## config.mk

```make
export PLATFORM = sky130hd
export DESIGN_NAME = message_frame_receiver_flat
export DESIGN_NICKNAME = d
export VERILOG_FILES = /design/src/rtl/mfr_pkg.sv /design/src/rtl/mfr_if.sv /design/src/rtl/message_frame_receiver.sv /design/src/rtl/mfr_apb_regs.sv /design/src/rtl/mfr_deframer.sv /design/src/flat_wrapper.sv
export SDC_FILE = /design/constraint.sdc
export NUM_CORES = 1
export LEC_CHECK = 0
export ABC_AREA = 0
export BUFFER_PORTS_ARGS = -buffer_cell sky130_fd_sc_hd__buf_2
export CORE_ASPECT_RATIO = 1.2
export CORE_MARGIN = 2
export CORE_UTILIZATION = 53
export DETAILED_ROUTE_END_ITERATION = 8
export GPL_TIMING_DRIVEN = 0
export PLACE_DENSITY = 0.86
export SYNTH_ARGS = -nofsm -noshare
export SYNTH_HDL_FRONTEND = slang
export SYNTH_HIERARCHICAL = 1
export SYNTH_SLANG_ARGS = --single-unit
```

## constraint.sdc

```tcl
create_clock -name clk -period 5 [get_ports clk]
set_input_delay 0.25 -clock clk [delete_from_list [all_inputs] [get_ports clk]]
set_output_delay 0.25 -clock clk [all_outputs]
set_load 0.1 [all_outputs]
```

## src/rtl/mfr_pkg.sv

```systemverilog
// Shared types and constants of the message frame receiver.
`default_nettype none

package mfr_pkg;

  // Header layout
  localparam int unsigned HEADER_BYTES = 8;
  localparam int unsigned HDR_IDX_W    = 3;
  localparam logic [7:0]  MAGIC_FIRST  = 8'h4D;  // 'M'
  localparam logic [7:0]  MAGIC_SECOND = 8'h51;  // 'Q'

  // Bit positions in the frame type byte
  localparam int unsigned TYPE_START_BIT = 0;
  localparam int unsigned TYPE_END_BIT   = 1;
  localparam int unsigned TYPE_W         = 2;

  // Header byte positions that carry a check of their own
  localparam logic [HDR_IDX_W-1:0] HDR_MAGIC0 = 3'd0;
  localparam logic [HDR_IDX_W-1:0] HDR_MAGIC1 = 3'd1;
  localparam logic [HDR_IDX_W-1:0] HDR_TYPE   = 3'd2;
  localparam logic [HDR_IDX_W-1:0] HDR_PAD    = 3'd3;
  localparam logic [HDR_IDX_W-1:0] HDR_LAST   = 3'(HEADER_BYTES - 1);

  // Configuration port
  localparam int unsigned CFG_ADDR_W = 3;
  localparam int unsigned CFG_DATA_W = 32;
  localparam int unsigned CFG_IDX_W  = CFG_ADDR_W - 2;
  localparam logic [CFG_IDX_W-1:0] REG_MAX_MESSAGE_LEN = 1'b0;

  typedef enum logic [0:0] {
    CMD_DATA    = 1'b0,
    CMD_RESTART = 1'b1
  } cmd_t;

  typedef enum logic [1:0] {
    ERR_NONE     = 2'd0,
    ERR_HEADER   = 2'd1,
    ERR_TOO_LONG = 2'd2
  } err_t;

  typedef struct packed {
    logic        payload_valid;
    logic [7:0]  payload_byte;
    logic        message_done;
    logic [31:0] message_length;
    logic [1:0]  error_code;
  } result_t;

endpackage

`default_nettype wire

```

## src/rtl/mfr_if.sv

```systemverilog
// Request channel interfaces of the message frame receiver.
`default_nettype none

interface mfr_in_if;
  logic       valid;
  logic       ready;
  logic       command;
  logic [7:0] data_byte;

  modport source (output valid, output command, output data_byte, input ready);
  modport sink   (input valid, input command, input data_byte, output ready);
endinterface

interface mfr_out_if;
  logic        valid;
  logic        ready;
  logic        payload_valid;
  logic [7:0]  payload_byte;
  logic        message_done;
  logic [31:0] message_length;
  logic [1:0]  error_code;

  modport source (output valid, output payload_valid, output payload_byte,
                  output message_done, output message_length, output error_code,
                  input ready);
  modport sink   (input valid, input payload_valid, input payload_byte,
                  input message_done, input message_length, input error_code,
                  output ready);
endinterface

`default_nettype wire

```

## src/rtl/message_frame_receiver.sv

```systemverilog
// Top level of the message frame receiver: input register, deframer, result register.
// Usage:
//   in_ch carries one request per received stream byte: command DATA with the
//   byte, or command RESTART to discard the current message and clear a sticky
//   error. out_ch returns exactly one result per request, in order: the payload
//   byte when it is payload, a message-done flag, the running message length
//   and the error code.
//   The cfg_ port is an APB-style slave with one register, max_message_len at
//   byte address 0 (0 means no limit); write it only while the block is idle.
// Flow:
//   A request accepted into the input register is processed as it moves into
//   the result register, and its result is valid from then on. One request
//   per cycle is sustained while out_ch.ready is high; the deframer state is read
//   and written in the same cycle, so back-to-back bytes see each other's effect.
// Reset:
//   rst_n (synchronous, active low) empties both registers, clears the
//   deframer state and sets max_message_len to 0.
// Stall:
//   When out_ch.ready is low with a result shown, the result register holds; the
//   input register keeps at most one further request, and in_ch.ready drops until
//   the result is taken.
`default_nettype none

module message_frame_receiver #(
  parameter int unsigned FRAME_WIDTH_BITS = 16
) (
  input  wire logic                            clk,
  input  wire logic                            rst_n,
  mfr_in_if.sink                               in_ch,
  mfr_out_if.source                            out_ch,
  input  wire logic                            cfg_psel,
  input  wire logic                            cfg_penable,
  input  wire logic                            cfg_pwrite,
  input  wire logic [mfr_pkg::CFG_ADDR_W-1:0]  cfg_paddr,
  input  wire logic [mfr_pkg::CFG_DATA_W-1:0]  cfg_pwdata,
  output logic      [mfr_pkg::CFG_DATA_W-1:0]  cfg_prdata,
  output logic                                 cfg_pready
);

  logic [31:0] max_len;

  // input register
  logic       in_valid_r;
  logic       in_cmd_r;
  logic [7:0] in_byte_r;

  // result register
  logic             out_valid_r;
  mfr_pkg::result_t out_res_r;
  mfr_pkg::result_t res;

  logic out_free;   // result register can take a new result
  logic step;       // process the held request this cycle
  logic in_take;

  mfr_apb_regs u_regs (
    .clk     (clk),
    .rst_n   (rst_n),
    .psel    (cfg_psel),
    .penable (cfg_penable),
    .pwrite  (cfg_pwrite),
    .paddr   (cfg_paddr),
    .pwdata  (cfg_pwdata),
    .prdata  (cfg_prdata),
    .pready  (cfg_pready),
    .max_len (max_len)
  );

  mfr_deframer #(
    .FRAME_WIDTH_BITS (FRAME_WIDTH_BITS)
  ) u_deframer (
    .clk       (clk),
    .rst_n     (rst_n),
    .step      (step),
    .command   (in_cmd_r),
    .data_byte (in_byte_r),
    .max_len   (max_len),
    .res       (res)
  );

  assign out_free    = !out_valid_r || out_ch.ready;
  assign step        = in_valid_r && out_free;
  // the input register takes a new request when empty or when its request moves on
  assign in_ch.ready = !in_valid_r || out_free;
  assign in_take     = in_ch.valid && in_ch.ready;

  // advance the input register
  always_ff @(posedge clk) begin
    if (!rst_n) begin
      in_valid_r <= 1'b0;
    end else if (in_ch.ready) begin
      in_valid_r <= in_ch.valid;
    end
  end

  always_ff @(posedge clk) begin
    if (in_take) begin
      in_cmd_r  <= in_ch.command;
      in_byte_r <= in_ch.data_byte;
    end
  end

  // load a result, or drop the shown one once taken
  always_ff @(posedge clk) begin
    if (!rst_n) begin
      out_valid_r <= 1'b0;
    end else if (out_free) begin
      out_valid_r <= step;
    end
  end

  always_ff @(posedge clk) begin
    if (step) begin
      out_res_r <= res;
    end
  end

  assign out_ch.valid          = out_valid_r;
  assign out_ch.payload_valid  = out_res_r.payload_valid;
  assign out_ch.payload_byte   = out_res_r.payload_byte;
  assign out_ch.message_done   = out_res_r.message_done;
  assign out_ch.message_length = out_res_r.message_length;
  assign out_ch.error_code     = out_res_r.error_code;

endmodule

`default_nettype wire

```

## src/rtl/mfr_apb_regs.sv

```systemverilog
// APB-style configuration register of the message frame receiver.
`default_nettype none

module mfr_apb_regs (
  input  wire logic                             clk,
  input  wire logic                             rst_n,
  input  wire logic                             psel,
  input  wire logic                             penable,
  input  wire logic                             pwrite,
  input  wire logic [mfr_pkg::CFG_ADDR_W-1:0]   paddr,
  input  wire logic [mfr_pkg::CFG_DATA_W-1:0]   pwdata,
  output logic      [mfr_pkg::CFG_DATA_W-1:0]   prdata,
  output logic                                  pready,
  output logic      [31:0]                      max_len
);

  logic [mfr_pkg::CFG_IDX_W-1:0] reg_idx;
  logic                          wr_en;
  logic [31:0]                   max_len_r;

  assign reg_idx = paddr[mfr_pkg::CFG_ADDR_W-1:2];
  assign pready  = 1'b1;
  assign wr_en   = psel & penable & pwrite & pready;

  always_ff @(posedge clk) begin
    if (!rst_n) begin
      max_len_r <= '0;
    end else if (wr_en && reg_idx == mfr_pkg::REG_MAX_MESSAGE_LEN) begin
      max_len_r <= pwdata;
    end
  end

  always_comb begin
    unique case (reg_idx)
      mfr_pkg::REG_MAX_MESSAGE_LEN: prdata = max_len_r;
      default:                      prdata = '0;
    endcase
  end

  assign max_len = max_len_r;

endmodule

`default_nettype wire

```

## src/rtl/mfr_deframer.sv

```systemverilog
// Deframing state and per-byte header, payload and length logic.
`default_nettype none

module mfr_deframer #(
  parameter int unsigned FRAME_WIDTH_BITS = 16
) (
  input  wire logic                  clk,
  input  wire logic                  rst_n,
  input  wire logic                  step,
  input  wire logic                  command,
  input  wire logic [7:0]            data_byte,
  input  wire logic [31:0]           max_len,
  output mfr_pkg::result_t           res
);

  localparam int unsigned REM_W = FRAME_WIDTH_BITS + 1;
  localparam logic [32:0] MAX_FRAME = 33'(1) << FRAME_WIDTH_BITS;
  localparam logic [REM_W-1:0] REM_ONE = REM_W'(1);

  logic [mfr_pkg::HDR_IDX_W-1:0] hidx_r, hidx_nxt;
  logic [mfr_pkg::TYPE_W-1:0]    type_r, type_nxt;
  logic                          hok_r, hok_nxt;
  logic [31:0]                   shift_r, shift_nxt;
  logic [REM_W-1:0]              rem_r, rem_nxt;
  logic                          seen_r, seen_nxt;
  logic [31:0]                   total_r, total_nxt;
  mfr_pkg::err_t                 err_r, err_nxt;

  logic        hok;
  logic        frame_ok;
  logic        done;
  logic [31:0] frame_len;
  logic [32:0] sum;

  assign frame_len = {shift_r[23:0], data_byte};
  assign sum       = {1'b0, total_r} + {1'b0, frame_len};

  always_comb begin
    hidx_nxt  = hidx_r;
    type_nxt  = type_r;
    hok_nxt   = hok_r;
    shift_nxt = shift_r;
    rem_nxt   = rem_r;
    seen_nxt  = seen_r;
    total_nxt = total_r;
    err_nxt   = err_r;
    hok       = hok_r;
    frame_ok  = 1'b0;
    done      = 1'b0;
    res       = '0;

    if (command == mfr_pkg::CMD_RESTART) begin
      hidx_nxt  = '0;
      type_nxt  = '0;
      hok_nxt   = 1'b1;
      shift_nxt = '0;
      rem_nxt   = '0;
      seen_nxt  = 1'b0;
      total_nxt = '0;
      err_nxt   = mfr_pkg::ERR_NONE;
    end else if (err_r != mfr_pkg::ERR_NONE) begin
      // drop the byte, error holds until restart
    end else if (rem_r != '0) begin
      res.payload_valid = 1'b1;
      res.payload_byte  = data_byte;
      rem_nxt           = rem_r - REM_ONE;
      if (rem_r == REM_ONE) begin
        done     = type_r[mfr_pkg::TYPE_END_BIT];
        seen_nxt = 1'b1;
      end
    end else begin
      case (hidx_r)
        mfr_pkg::HDR_MAGIC0: if (data_byte != mfr_pkg::MAGIC_FIRST)  hok = 1'b0;
        mfr_pkg::HDR_MAGIC1: if (data_byte != mfr_pkg::MAGIC_SECOND) hok = 1'b0;
        mfr_pkg::HDR_TYPE: begin
          type_nxt = data_byte[mfr_pkg::TYPE_W-1:0];
          if (data_byte[7:mfr_pkg::TYPE_W] != '0) hok = 1'b0;
        end
        mfr_pkg::HDR_PAD:    if (data_byte != 8'h00) hok = 1'b0;
        default:             shift_nxt = frame_len;
      endcase
      hok_nxt  = hok;
      hidx_nxt = hidx_r + 1'b1;

      if (hidx_r == mfr_pkg::HDR_LAST) begin
        hidx_nxt  = '0;
        hok_nxt   = 1'b1;
        shift_nxt = '0;
        frame_ok  = hok && (type_r[mfr_pkg::TYPE_START_BIT] != seen_r) &&
                    ({1'b0, frame_len} <= MAX_FRAME);
        if (!frame_ok) begin
          err_nxt = mfr_pkg::ERR_HEADER;
        end else begin
          if (sum[32]) begin
            total_nxt = '1;
            err_nxt   = mfr_pkg::ERR_TOO_LONG;
          end else begin
            total_nxt = sum[31:0];
            if (max_len != '0 && sum[31:0] > max_len) begin
              err_nxt = mfr_pkg::ERR_TOO_LONG;
            end
          end
          if (err_nxt == mfr_pkg::ERR_NONE) begin
            if (frame_len == '0) begin
              done     = type_r[mfr_pkg::TYPE_END_BIT];
              seen_nxt = 1'b1;
            end else begin
              rem_nxt = frame_len[REM_W-1:0];
            end
          end
        end
      end
    end

    res.message_done   = done;
    res.message_length = total_nxt;
    res.error_code     = err_nxt;

    // message finished: start the next one afresh
    if (done) begin
      total_nxt = '0;
      seen_nxt  = 1'b0;
      type_nxt  = '0;
    end
  end

  always_ff @(posedge clk) begin
    if (!rst_n) begin
      hidx_r  <= '0;
      type_r  <= '0;
      hok_r   <= 1'b1;
      shift_r <= '0;
      rem_r   <= '0;
      seen_r  <= 1'b0;
      total_r <= '0;
      err_r   <= mfr_pkg::ERR_NONE;
    end else if (step) begin
      hidx_r  <= hidx_nxt;
      type_r  <= type_nxt;
      hok_r   <= hok_nxt;
      shift_r <= shift_nxt;
      rem_r   <= rem_nxt;
      seen_r  <= seen_nxt;
      total_r <= total_nxt;
      err_r   <= err_nxt;
    end
  end

endmodule

`default_nettype wire
```

## src/flat_wrapper.sv

```systemverilog
// flat-port wrapper written by rule: the top's interface ports become plain ports
module message_frame_receiver_flat 
#(
  parameter int unsigned FRAME_WIDTH_BITS = 16
)
  (clk, rst_n, cfg_psel, cfg_penable, cfg_pwrite, cfg_paddr, cfg_pwdata, cfg_prdata, cfg_pready, in_ch_valid, in_ch_command, in_ch_data_byte, in_ch_ready, out_ch_valid, out_ch_payload_valid, out_ch_payload_byte, out_ch_message_done, out_ch_message_length, out_ch_error_code, out_ch_ready);
  mfr_in_if in_ch_i ();
  mfr_out_if out_ch_i ();
  input  wire logic clk;
  input  wire logic rst_n;
  input  wire logic cfg_psel;
  input  wire logic cfg_penable;
  input  wire logic cfg_pwrite;
  input  wire logic [mfr_pkg::CFG_ADDR_W-1:0] cfg_paddr;
  input  wire logic [mfr_pkg::CFG_DATA_W-1:0] cfg_pwdata;
  output logic      [mfr_pkg::CFG_DATA_W-1:0] cfg_prdata;
  output logic cfg_pready;
  input wire logic [$bits(in_ch_i.valid)-1:0] in_ch_valid;
  input wire logic [$bits(in_ch_i.command)-1:0] in_ch_command;
  input wire logic [$bits(in_ch_i.data_byte)-1:0] in_ch_data_byte;
  output wire logic [$bits(in_ch_i.ready)-1:0] in_ch_ready;
  output wire logic [$bits(out_ch_i.valid)-1:0] out_ch_valid;
  output wire logic [$bits(out_ch_i.payload_valid)-1:0] out_ch_payload_valid;
  output wire logic [$bits(out_ch_i.payload_byte)-1:0] out_ch_payload_byte;
  output wire logic [$bits(out_ch_i.message_done)-1:0] out_ch_message_done;
  output wire logic [$bits(out_ch_i.message_length)-1:0] out_ch_message_length;
  output wire logic [$bits(out_ch_i.error_code)-1:0] out_ch_error_code;
  input wire logic [$bits(out_ch_i.ready)-1:0] out_ch_ready;
  assign in_ch_i.valid = in_ch_valid;
  assign in_ch_i.command = in_ch_command;
  assign in_ch_i.data_byte = in_ch_data_byte;
  assign in_ch_ready = in_ch_i.ready;
  assign out_ch_valid = out_ch_i.valid;
  assign out_ch_payload_valid = out_ch_i.payload_valid;
  assign out_ch_payload_byte = out_ch_i.payload_byte;
  assign out_ch_message_done = out_ch_i.message_done;
  assign out_ch_message_length = out_ch_i.message_length;
  assign out_ch_error_code = out_ch_i.error_code;
  assign out_ch_i.ready = out_ch_ready;
  message_frame_receiver #(.FRAME_WIDTH_BITS(FRAME_WIDTH_BITS)) u_core (.clk(clk), .rst_n(rst_n), .in_ch(in_ch_i), .out_ch(out_ch_i), .cfg_psel(cfg_psel), .cfg_penable(cfg_penable), .cfg_pwrite(cfg_pwrite), .cfg_paddr(cfg_paddr), .cfg_pwdata(cfg_pwdata), .cfg_prdata(cfg_prdata), .cfg_pready(cfg_pready));
endmodule
```

==> flow_metrics.py <==
metrics = {
    "synth": {
        "netlist_area_mm2": 0.0102,
        "syn_nets": 1313,
        "synth_ff_type": "dfxtp_1",
        "yosys.area.top_type_share_pct": 22.8,
        "synthArstFlopShare_pct": 0,
        "yosysTopAreaCell": "dfxtp_1",
        "synthCells": 1189,
        "ys_ff_latch": 169,
        "yosys-top-cells-area": "dfxtp_1 23%, edfxtp_1 16%, ha_1 8.8%",
        "synth_edf_count": 53,
        "synth.avg_cell_area_um2": 8.56,
        "ys_warn_count": 6,
        "yosys.cell_types.count": 68,
        "yosysSeqAreaShare_pct": 38.4,
    },
    "timing": {
        "setup-violations-final": 46,
        "max_freq_ghz": 0.188,
        "hold_ws_ps": 15.0,
        "worst_slack_ps": -318,
        "worstMarginPinSlew_ps": 1090,
        "report.final.slew_viol_count": 0,
        "fin_skew_ps": 13.3,
        "rsz0062_at_grt": "yes",
        "hold_violations": 0,
        "max_slew_margin_pct": 27.1,
        "timing.final.crit_share_pct": 106,
        "period_minus_slack_ps": 5320,
    },
    "grt": {
        "grt_pass1_wl_mm": 49.6,
        "grtUsageTotal_pct": 31.1,
        "antenna_found_initial": 0,
        "grt_pass1_vias": 9528,
        "grt_max_degree": 25,
        "gr-total-overflow": 0,
    },
    "worst_setup_path": {
        "slowest_delay_ps": 440,
        "r2r-start": "u_core/in_byte_r[1]",
        "worstSetupPathType": "flop to flop",
        "crit_start": "u_core/in_byte_r[1]",
        "endpoint_kind": "flop",
        "reg2regPathDepth": 22,
        "worstPathCellList": "ha_1 > a21o_1 > nand4_1 > a211o_4 > a211oi_4 > o311ai_4 > a31oi_4 > a221oi_2 > xnor2_2 > ha_1 > nand4_1 > nor2_2 > a221oi_2 > o211ai_1 > o21ai_2 > buf_6 > nand2_4 > nor4b_4 > o31ai_4 > buf_6 > or4_4 > a21oi_1",
        "slowest_stage": "edfxtp_1",
        "cp-start-kind": "flop",
        "r2r_slack_ps": -320,
        "worstPathArrival_ps": 5670,
        "cp_max_fo": 5,
        "required_ps": 5350,
    },
    "place": {
        "dp_hpwl_mm": 22.3,
        "port_buffers": 126,
        "place_congestion": 0.989,
    },
    "clocking": {
        "clockBufferDepth": 2,
        "clkTransAtPathRegs_ps": 70,
        "cts_tree": "yes",
        "clock_sinks": 169,
        "clk_latency_ps": 430,
        "numCtsBuffers": 17,
        "root_buffer": "clkbuf_16",
        "cts_htree_levels": 4,
    },
    "floorplanning": {
        "fp.coreArea_mm2": 0.0189,
        "rows": 55,
        "start_util_pct": 54.0,
        "fp.dieW_um": 131,
        "io_pins": 130,
        "die_y_um": 156,
        "die_area_mm2": 0.0203,
    },
    "drt": {
        "drtIter0Drc": 1484,
        "ant_nets": 0,
        "routed_wl_mm": 33.9,
        "drt_first_pass_iters": 6,
        "wl_per_cell_um": 20.6,
        "drc": 0,
        "num_vias": 10400,
        "via_per_inst": 6.33,
    },
    "hold_path": {
        "hp-class": "input pin to flop",
        "worstHoldStart": "in_ch_data_byte[4]",
        "whs_path_depth": 1,
    },
    "layout": {
        "nFillCells": 1402,
        "final_util_pct": 67.5,
        "diodes": 0,
        "mostFrequentLayoutCell": "nand2_1",
        "nNetsFinal": 1503,
        "drive_gt1_share_pct": 23.5,
        "syn2layout_area_growth_pct": 25.0,
        "final_cell_mix": "153 x nand2_1, 128 x buf_2, 111 x dfxtp_1, 90 x a21oi_1, 77 x nor2_1",
    },
    "pwr": {
        "leakagePower_nw": 5.14,
        "fin_total_pwr_mw": 3.74,
        "peakVddDrop_mv": 0.231,
        "p_per_area_mw_per_mm2": 294,
    },
    "status": {
        "status": "finished, violations left",
        "violations": "negative setup slack",
    },
    "run": {
        "max_cap_violations": 0,
    },
}
[report_power, final]
group / switching, mW / total [mW] / leakage, nW / internal, mW
Clock: 0.561 / 1.25 / 0.257 / 0.686
Combinational: 0.686 / 0.982 / 3.43 / 0.297
Sequential: 0.0423 / 1.51 / 1.45 / 1.46
[registers in the layout (all words and copies together) (netlist names), 3 cells and up]
signal                        flops
u_core/out_ch.message_length     32
u_core/u_deframer/total_r        32
u_core/u_regs/max_len            32
u_core/u_deframer/shift_r        24
u_core/u_deframer/rem_r          17
u_core/in_byte_r                  8
u_core/out_ch.payload_byte        8
u_core/u_deframer/hidx_r          3
[what timing repair did]
action | CTS | global route
buffers inserted | 25 | 14
setup endpoints to repair | 55 | 53
pin swaps | 44 | 57
resized for setup | 57 | 78
endpoints found under the hold margin | 8 | 0
gates cloned | 0 | 3
hold buffers | 8 | 0
[cell type report]
class                      count  area [um2]  share of cell area (%)
timing repair buffer         175        1070                    8.44
sequential                   169        3920                    30.8
tap                          256         320                    2.52
clock buffer                  21         440                    3.46
inverter                      57         214                    1.68
buffer                        57         327                    2.57
clock inverter                11        97.6                   0.767
multi-input combinational    902        6330                    49.7
[final timing paths]
| check | endpoint |
|---|---|
| worst max-delay path | u_core/u_deframer/rem_r[6] |
| worst min-delay path | u_core/in_byte_r[4] |
| worst max register to register | u_core/u_deframer/rem_r[6] |
| worst min register to register | u_core/u_deframer/rem_r[7] |
[metal layers]
layer	track usage (%)	part of all wire, %	wire (um)	vias up
met5	0	0	0	-
met4	16.0	6.7	2260	0
met3	5.66	9.3	3150	227
met2	52.7	47	16000	730
met1	37.5	37	12500	4840
li1	-	-	-	4642
[kinds of logic after synthesis]
family          synth area share, %
simple gates                   23.6
flops                          38.4
other cells                  0.0368
mux                            3.34
fa+ha+maj                      9.05
compound gates                 17.5
xor+xnor                       2.93
buf+inv                        5.09
[synth_stat cells (5+ instances only)]
| master | instances |
|---|---|
| nand2_1 | 157 |
| a21oi_1 | 118 |
| dfxtp_1 | 116 |
| nor2_1 | 79 |
| ha_1 | 72 |
| inv_1 | 56 |
| edfxtp_1 | 53 |
| clkbuf_1 | 49 |
| nor2b_1 | 48 |
| o21ai_0 | 48 |
| nand3_1 | 46 |
| mux2i_1 | 34 |
| nor3_1 | 30 |
| xnor2_1 | 23 |
| nor4_1 | 22 |
| and2_1 | 16 |
| nand2b_1 | 16 |
| nand4_1 | 16 |
| o211ai_1 | 14 |
| a21o_1 | 12 |
| o221a_2 | 12 |
| xor2_1 | 11 |
| a22o_1 | 9 |
| a31oi_1 | 9 |
| o21a_1 | 9 |
| or3_1 | 9 |
| and3_1 | 8 |
| a211oi_1 | 6 |
| buf_2 | 6 |
| or2_2 | 6 |
| o31ai_1 | 5 |
[worst max-delay path, delay by kind of cell, from the launching register on]
family | cells | cell delay (ps)
simple gates | 6 | 1220
xor+xnor | 1 | 250
buf+inv | 2 | 330
flops | 1 | 440
compound gates | 11 | 2380
fa+ha+maj | 2 | 620
[through the flow]
step	cells	setup TNS, ps	instance area [um2]	setup WS (ps)
final	1648	-8120	12700	-318
after global routing	1648	-12890	12700	-430
after CTS	1632	0	12200	9.46
after detailed placement	1572	-59850	11200	-1510
after global placement	1571	-73750	11100	-1490
after floorplan	1189	0	10200	262
No activity file was read; power rests on OpenSTA's default activity.
